### config.mk
export PLATFORM = sky130hd
export DESIGN_NAME = sorted_priority_queue
export DESIGN_NICKNAME = d
export VERILOG_FILES = /design/src/design/spq_pkg.sv /design/src/design/sorted_priority_queue.sv /design/src/design/spq_cell.sv
export SDC_FILE = /design/constraint.sdc
export NUM_CORES = 2
export LEC_CHECK = 0
export BUFFER_PORTS_ARGS = -buffer_cell sky130_fd_sc_hd__buf_2
export CORE_UTILIZATION = 36
export CTS_CLUSTER_DIAMETER = 50
export DETAILED_ROUTE_END_ITERATION = 10
export PLACE_DENSITY_LB_ADDON = 0.05
export SLEW_MARGIN = 5
export SYNTH_ARGS = -nofsm -noshare
export SYNTH_HDL_FRONTEND = slang
export SYNTH_SLANG_ARGS = --single-unit
### constraint.sdc
create_clock -name i_clk -period 10.1 [get_ports i_clk]
set_input_delay 2.02 -clock i_clk [delete_from_list [all_inputs] [get_ports i_clk]]
set_output_delay 2.02 -clock i_clk [all_outputs]
set_load 0.005 [all_outputs]
### src/design/spq_pkg.sv
`timescale 1ns / 1ps
// ----------------------------------------------------------------------------
// spq_pkg
// Shared types, constants and the ordering function of the sorted queue.
// ----------------------------------------------------------------------------
package spq_pkg;

    localparam int DEPTH = 16;
    localparam int CNT_W = $clog2(DEPTH + 1);
    localparam int VAL_W = 32;
    localparam int OCC_W = 5;

    typedef logic [CNT_W-1:0]        t_cnt;
    typedef logic [OCC_W-1:0]        t_occ;
    typedef logic signed [VAL_W-1:0] t_val;

    localparam logic [1:0] CMD_ENQ  = 2'd0;
    localparam logic [1:0] CMD_DEQ  = 2'd1;
    localparam logic [1:0] CMD_PEEK = 2'd2;

    localparam logic [1:0] ST_OK    = 2'd0;
    localparam logic [1:0] ST_EMPTY = 2'd1;
    localparam logic [1:0] ST_FULL  = 2'd2;

    localparam logic ORDER_MIN = 1'b0;

    // Per-cell control for one cycle.
    typedef struct packed {
        logic enq;
        logic deq;
        logic occ;
        logic tail;
        logic order;
        t_val value;
    } t_cell_ctrl;

    // True when a stored entry must move behind an incoming value.
    function automatic logic yields(input t_val existing, input t_val incoming,
                                    input logic order);
        if (order == ORDER_MIN) begin
            return existing > incoming;
        end
        return incoming > existing;
    endfunction

endpackage

### src/design/sorted_priority_queue.sv
`timescale 1ns / 1ps
// ----------------------------------------------------------------------------
// sorted_priority_queue
// Priority queue of signed 32-bit values held sorted in a chain of cells.
// ----------------------------------------------------------------------------
// Usage:
//   A command word (i_cmd, i_value) is taken at a clock edge where start is
//   high and busy is low. busy stays low: one command per clock is taken.
//   Every cell compares its value with the incoming one at once, and the
//   whole chain shifts in the same cycle.
//   The result word (o_head_value, o_status, o_occupancy) appears the cycle
//   after acceptance and is valid for exactly one cycle while o_done is high.
//   Throughput 1 word per cycle. The receiver cannot stall.
//   Order is set by i_cfg_data when i_cfg_we is high: 0 smallest at head,
//   1 largest at head. Write it only while idle.
//   Reset (i_rst_n low, synchronous) empties the queue, clears the order
//   register and drops any pending result. Cell contents are not cleared.
//   A full enqueue returns status full; dequeue or peek on an empty queue
//   returns -1 with status empty.
// ----------------------------------------------------------------------------
module sorted_priority_queue (
    input  logic               i_clk,
    input  logic               i_rst_n,
    input  logic               start,
    output logic               busy,
    input  logic [1:0]         i_cmd,
    input  logic signed [31:0] i_value,
    input  logic               i_cfg_we,
    input  logic               i_cfg_data,
    output logic               o_done,
    output logic signed [31:0] o_head_value,
    output logic [1:0]         o_status,
    output logic [4:0]         o_occupancy
);

    localparam int Depth = spq_pkg::DEPTH;

    spq_pkg::t_cnt r_count;
    spq_pkg::t_cnt n_count;
    logic          r_order;
    logic          r_done;
    spq_pkg::t_val r_head;
    logic [1:0]    r_status;
    spq_pkg::t_occ r_occ;

    spq_pkg::t_val n_head;
    logic [1:0]    n_status;
    logic          accept;
    logic          is_full;
    logic          is_empty;
    logic          do_enq;
    logic          do_deq;

    spq_pkg::t_val value_q [Depth];
    logic          yield_q [Depth];

    assign busy     = 1'b0;
    assign accept   = start && !busy;
    assign is_full  = r_count == spq_pkg::t_cnt'(Depth);
    assign is_empty = r_count == '0;
    assign do_enq   = accept && i_cmd == spq_pkg::CMD_ENQ && !is_full;
    assign do_deq   = accept && i_cmd == spq_pkg::CMD_DEQ && !is_empty;

    genvar k;
    generate
        for (k = 0; k < Depth; k++) begin : g_cell
            spq_pkg::t_cell_ctrl ctrl;
            spq_pkg::t_val       left_value;
            logic                left_yield;
            spq_pkg::t_val       right_value;

            assign ctrl.enq   = do_enq;
            assign ctrl.deq   = do_deq;
            assign ctrl.occ   = r_count > spq_pkg::t_cnt'(k);
            assign ctrl.tail  = r_count == spq_pkg::t_cnt'(k);
            assign ctrl.order = r_order;
            assign ctrl.value = i_value;

            if (k == 0) begin : g_first
                assign left_value = i_value;
                assign left_yield = 1'b0;
            end else begin : g_mid
                assign left_value = value_q[k-1];
                assign left_yield = yield_q[k-1];
            end

            if (k == Depth - 1) begin : g_last
                assign right_value = value_q[k];
            end else begin : g_inner
                assign right_value = value_q[k+1];
            end

            spq_cell u_cell (
                .i_clk         (i_clk),
                .i_ctrl        (ctrl),
                .i_left_value  (left_value),
                .i_left_yield  (left_yield),
                .i_right_value (right_value),
                .o_value       (value_q[k]),
                .o_yield       (yield_q[k])
            );
        end
    endgenerate

    always_comb begin
        n_count  = r_count;
        n_head   = '0;
        n_status = spq_pkg::ST_OK;
        case (i_cmd)
            spq_pkg::CMD_ENQ: begin
                if (is_full) begin
                    n_status = spq_pkg::ST_FULL;
                end else begin
                    n_count = r_count + 1'b1;
                end
            end
            spq_pkg::CMD_DEQ, spq_pkg::CMD_PEEK: begin
                if (is_empty) begin
                    n_head   = '1;
                    n_status = spq_pkg::ST_EMPTY;
                end else begin
                    n_head = value_q[0];
                    if (i_cmd == spq_pkg::CMD_DEQ) begin
                        n_count = r_count - 1'b1;
                    end
                end
            end
            default: begin
            end
        endcase
    end

    always_ff @(posedge i_clk) begin
        if (!i_rst_n) begin
            r_count <= '0;
            r_order <= spq_pkg::ORDER_MIN;
            r_done  <= 1'b0;
        end else begin
            r_done <= accept;
            if (accept) begin
                r_count <= n_count;
            end
            if (i_cfg_we) begin
                r_order <= i_cfg_data;
            end
        end
    end

    always_ff @(posedge i_clk) begin
        if (accept) begin
            r_head   <= n_head;
            r_status <= n_status;
            r_occ    <= spq_pkg::t_occ'(n_count);
        end
    end

    assign o_done       = r_done;
    assign o_head_value = r_head;
    assign o_status     = r_status;
    assign o_occupancy  = r_occ;

    a_count_bound: assert property (@(posedge i_clk) disable iff (!i_rst_n)
        r_count <= spq_pkg::t_cnt'(Depth))
        else $error("count above depth");

    a_done_follows: assert property (@(posedge i_clk) disable iff (!i_rst_n)
        accept |=> o_done)
        else $error("accepted word produced no result");

    a_full_occ: assert property (@(posedge i_clk) disable iff (!i_rst_n)
        o_done && o_status == spq_pkg::ST_FULL |-> o_occupancy == spq_pkg::t_occ'(Depth))
        else $error("full status with queue not full");

    a_empty_result: assert property (@(posedge i_clk) disable iff (!i_rst_n)
        o_done && o_status == spq_pkg::ST_EMPTY |-> o_occupancy == '0 && o_head_value == -1)
        else $error("empty status with bad result");

endmodule

### src/design/spq_cell.sv
`timescale 1ns / 1ps
// ----------------------------------------------------------------------------
// spq_cell
// One slot of the sorted chain: holds a value, shifts with its neighbors.
// ----------------------------------------------------------------------------
module spq_cell (
    input  logic                i_clk,
    input  spq_pkg::t_cell_ctrl i_ctrl,
    input  spq_pkg::t_val       i_left_value,
    input  logic                i_left_yield,
    input  spq_pkg::t_val       i_right_value,
    output spq_pkg::t_val       o_value,
    output logic                o_yield
);

    spq_pkg::t_val r_value;
    spq_pkg::t_val n_value;

    assign o_value = r_value;
    assign o_yield = i_ctrl.occ && spq_pkg::yields(r_value, i_ctrl.value, i_ctrl.order);

    always_comb begin
        n_value = r_value;
        if (i_ctrl.enq) begin
            if (i_left_yield) begin
                n_value = i_left_value;
            end else if (o_yield || i_ctrl.tail) begin
                n_value = i_ctrl.value;
            end
        end else if (i_ctrl.deq) begin
            n_value = i_right_value;
        end
    end

    always_ff @(posedge i_clk) begin
        r_value <= n_value;
    end

endmodule

# Word-level counts from Yosys, hierarchy flattened
# Cells that the tools add are included.
# totals
reg_bits	558
elab_cells	249
# op_classes
addsub	2
magnitude_cmp	48
n_eq_ne	33
muxes	85
reduce_logical	59
# ops
operator	n
$mux 32	62
$gt 32x32->1	32
$ne 3x1->1 const B	14
$eq 5x4->1 const B	8
$gt 5x4->1 const B	8
$reduce_and 2->1	16
$eq 5x3->1 const B	4
$gt 5x3->1 const B	4
$logic_and 1x1->1	20
$mux 1	17
$logic_or 1x1->1	16
$mux 5	3
$eq 5x2->1 const B	2
$gt 5x1->1 const B	2
$gt 5x2->1 const B	2
$pmux 5 s2	1
$add 5x1->5 const B	1
$eq 5x1->1 const B	1
$eq 5x5->1 const B	1
$logic_not 5->1	1
$sub 5x1->5 const B	1
$pmux 2 s2	1
$reduce_bool 2->1	2
$eq 2x1->1 const B	1
other kinds (6)	7

# Longest topological paths before layout
# logic_depth
word_depth	7
ltp_mapped	12

# Cells and area by module
# From an unflattened synthesis, not the netlist that was laid out.
# hier_totals
cells_unflattened	4419
hier_area_um2	42672.2
# by_module_without_submodules
mod	instances	cells_each	area_per_inst_um2
spq_cell (g_cell[0].u_cell ...)	15	261	2518.7
spq_cell (g_cell[14].u_cell)	1	261	2532.4
sorted_priority_queue	1	243	2359.8

# Worst setup path after synthesis
# No wires, ideal clock.
# synth_path
kind	input-to-reg
from	input i_value[31]
to	register g_cell[1].u_cell.r_value[0] (enable)
arrival_ns	6.476
path_slack_ns	3.183
cell_stages	12
n_path_buf	2
cell_sequence	inv_1 > ha_1 > nand4_1 > or3_1 > or4_1 > a31oi_1 > nor4_2 > mux2_4 > and2_4 > buf_6 > buf_6 > a31oi_1
# synth_via
elab_chain_len	6
# synth_lines
item	line_no	text
from (decl)	sorted_priority_queue.sv:27	input logic signed [31:0] i_value,
$gt 32x32->1 (on tied branches)	spq_pkg.sv:41, spq_pkg.sv:43	
$mux 1	spq_pkg.sv:43	return incoming > existing;
$logic_and 1x1->1	spq_cell.sv:20	assign o_yield = i_ctrl.occ && spq_pkg::yields(r_value, i_ctrl.value, i_ctrl.order);
$logic_or 1x1->1	spq_cell.sv:27	end else if (o_yield || i_ctrl.tail) begin
$ne 3x1->1 (no source line) *	n/a	
$reduce_and 2->1 (no source line) *	n/a	
to (signal assigned)	spq_cell.sv:36	r_value <= n_value;
to (decl)	spq_cell.sv:16	spq_pkg::t_val r_value;
# Every way passes the cells marked *; elsewhere a longest branch is shown, timed or not.
# A chain may end at the register's enable or synchronous reset.

# Final worst setup path
# layout_path
from	input i_value[9]
to	register g_cell[8].u_cell.r_value[5] (enable)
# layout_via
elab_chain_len	6
# layout_lines
item	line_no
$gt 32x32->1 (on tied branches)	spq_pkg.sv:41, spq_pkg.sv:43
$mux 1	spq_pkg.sv:43
$logic_and 1x1->1	spq_cell.sv:20
$logic_or 1x1->1	spq_cell.sv:27
$ne 3x1->1 (no source line) *	n/a
$reduce_and 2->1 (no source line) *	n/a
to (signal assigned)	spq_cell.sv:36
to (decl)	spq_cell.sv:16
# Marked as above.

==> qor.csv <==
stage,metric,value,unit
pwr,irDropWorstVdd,111,uV
clocking,cts_tree,built,
grt,grt_first_pass_wirelength,238000,um
synth,synth.largest_area_cell,sky130_fd_sc_hd__edfxtp_1,
cells_and_area,final_core_utilization,41.6,%
synth,synth_area,0.0393,sq mm
timing,finalMaxSlewViolations,0,
critical_path,crit_path_end_kind,flop,
synth,synthFlopType,sky130_fd_sc_hd__edfxtp_1,
synth,synth_commonest_cells,"sky130_fd_sc_hd__edfxtp_1, sky130_fd_sc_hd__ha_1, sky130_fd_sc_hd__nand2_1, sky130_fd_sc_hd__nor2_1, sky130_fd_sc_hd__a221o_1",
critical_path,crit_slowest_cell,sky130_fd_sc_hd__a2111oi_0,
drt,drt_drc_violations_left,0,
drt,avgRoutedWirePerCell,31.2,um
clocking,numCtsBuffers,92,
timing,timing.final.crit_period,6.89,ns
synth,yosys_reg_bits,558,
floorplan,design.portCount,80,
floorplan,num_rows,120,
drt,drt_pre_antenna_iters,6,
critical_path,cp_slowest_stage_delay,0.99,ns
clocking,cts_setup_buffers,0,
floorplan,die_h,332,um
hold_path,min-delay-path-class,reg -> reg,
cells_and_area,fillerInstances,10500,
synth,post_synth_edffs,551,
grt,grt_pass1_vias,32200,
critical_path,timing.critical_path.fanout_max,66,
synth,yosysSeqAreaShare,42.4,%
outcome,run_status,finished clean,
pwr,power_frac_seq,38.9,%
pwr,p_comb_share,17.6,%
cells_and_area,final_layout_net_count,4453,
critical_path,worstSetupPathDepth,13,
critical_path,critical_path.most_common_cell,sky130_fd_sc_hd__buf_4,
timing,timing.final.setup_violations,0,
clocking,cts_hold_buf,0,
clocking,insertion_delay,0.70,ns
placed_design,gp_congestion,0.909,
timing,clock_skew,0.0290,ns
timing,fin_setup_tns,0,ns
grt,grt_antenna_before_repair,2,
clocking,cts_sinks,558,
critical_path,critical_path_class,in -> reg,
synth,yosys_warnings,0,
critical_path,path_cells,"buf_2, inv_1, buf_4, ha_1, a21o_1, a21o_1, a221oi_1, o211ai_1, a2111oi_0, mux2i_4, buf_4, a41oi_4, buf_4",
timing,max_clock_freq,145,MHz
synth,synth_top_area_share,42.1,%
critical_path,start_kind,input pin,
clocking,root_buffer,sky130_fd_sc_hd__clkbuf_16,
clocking,clockBufferDepth,3,
cells_and_area,area_delta_synth_final,14.1,%
cells_and_area,sequential_cell_area,0.0167,sq mm
synth,post_synth_main_area_contributors,"sky130_fd_sc_hd__edfxtp_1, sky130_fd_sc_hd__ha_1, sky130_fd_sc_hd__a221o_1",
critical_path,arrival,7.31,ns
grt,globalRoute.totalOverflow,0,
placed_design,numPortBuffers,78,
pwr,p_sw,2.30,mW
timing,timing_worst_slew_pin_value,1.31,ns
drt,initialDrtViolationCount,3400,
timing,worst_slew_slack_as_a_fraction_of_its_limit,11.8,%
timing,hold_viol,0,
synth,postSynth.asyncResetShare,0,%
drt,antenna_nets_post_route,0,
floorplan,die-width,332,um
floorplan,initial_utilization,36.5,%
hold_path,hold-path-cell-count,1,
pwr,p_clk_share,43.4,%
cells_and_area,post_route_cells_drive_above_1_share,9.93,%
floorplan,placeableCoreArea,0.108,sq mm
pwr,power_leakage,17.1,nW
floorplan,die_area,0.111,sq mm
synth,syn-num-nets,4408,
critical_path,crit_family,compound AO/OA/AOI/OAI gates,
drt,detail_route.wirelength,167000,um
grt,largest_net_degree_at_the_start_of_global_routing,174,
clocking,cts_resized,0,
synth,netlist-cell-type-count,72,
pwr,cellInternalPower,5.09,mW
synth,syn_avg_cell_area,10.2,sq um
pwr,swShare,31.1,%
drt,vias_per_cell,6.15,
synth,yosysMostFrequentCell,sky130_fd_sc_hd__edfxtp_1,
timing,fin_crit_sh,68.3,%
critical_path,crit_buf_inv,5,
grt,grt_usage,29.7,%
synth,synth_cells,3849,
critical_path,reg2reg_depth,10,
clocking,clk_slew_on_worst_s_h_paths,0.06,ns
drt,dr_total_vias,33100,
pwr,powerDensity,165,mW/mm^2
placed_design,place_hpwl,120000,um
timing,rsz0062_at_grt,false,
critical_path,cp_data_required_time,10.52,ns
flow_run,max_cap_viol_count,0,
clocking,htree_levels,3,
cells_and_area,multiInputGateArea,0.0219,sq mm
power groups by stage:
stage                     logic, mW  clock network, mW  registers [mW]
after floorplan               0.822                  0            2.84
after global placement         1.28                  0            2.93
after detailed placement       1.28                  0            2.93
after CTS                      1.29               3.26            2.88
after global routing           1.42               3.34            2.89
final                          1.30               3.21            2.88
cell type report:
type                       instances  share of cell area, %
multi-input combinational       2987                   48.8
sequential                       558                   37.2
clock buffer                     103                   5.32
tap                             1403                   3.92
timing repair buffer             180                   2.66
clock inverter                    64                   1.50
inverter                          75                  0.628
antenna                            1                0.00558
state kept, by name (all words and copies together), names as in the netlist:
name and cells:
r_order 1, o_done 1, r_count 5, o_occupancy 5, o_head_value 32, g_cell.u_cell.o_value 512, o_status 2
per-layer routing:
metal	share of wire [%]	GRT usage [%]	up-vias
li1	-	-	15000
met1	44	40.0	16600
met2	47	49.1	1129
met3	4.8	3.41	281
met4	3.6	10.0	2
met5	0.0078	0	-
kinds of logic after synthesis:
kind of cell               count (synthesis)  share of synthesized area (%)
buffers and inverters                    304                           3.05
AOI/OAI and AO/OA                       1050                           19.2
DFF                                      558                           42.4
adders and majority gates                520                           16.6
and+or+nand+nor                         1221                           13.7
muxes                                    183                           4.78
xor gates and xnor gates                  12                          0.267
other                                      1                        0.00954
layout by cell type, fill, tap and decap left out, drive strengths merged, types with 92 or more instances in the layout:
| master | instances |
|---|---|
| edfxtp | 551 |
| ha | 520 |
| nand2 | 479 |
| nor2 | 399 |
| a221o | 262 |
| a21oi | 257 |
| buf | 180 |
| o21ai | 160 |
| mux2i | 147 |
| a21o | 129 |
| clkbuf | 103 |
| nand4 | 99 |
| nand3 | 92 |
per-stage QoR:
stage	cells	hold slack, ns	setup WS (ns)	cell area [sq um]	power, mW
floorplan	3849	0.538	3.18	39300	3.66
global placement	5203	0.569	2.79	41800	4.21
detailed placement	5203	0.574	2.63	41800	4.21
CTS	5370	0.605	3.36	44800	7.43
global route	5370	0.624	3.14	44800	7.65
finish	5371	0.590	3.21	44800	7.40
path summary, 6_finish.rpt:
kind                                                    start                             to  slack (ns)
worst max-delay path                               i_value[9]    g_cell[8].u_cell.o_value[5]        3.21
worst min-delay path            g_cell[14].u_cell.o_value[18]  g_cell[15].u_cell.o_value[18]        0.59
worst max register to register   g_cell[3].u_cell.o_value[11]   g_cell[4].u_cell.o_value[31]        4.66
worst min register to register  g_cell[14].u_cell.o_value[18]  g_cell[15].u_cell.o_value[18]        0.59
No activity file was read; power rests on OpenSTA's default activity.
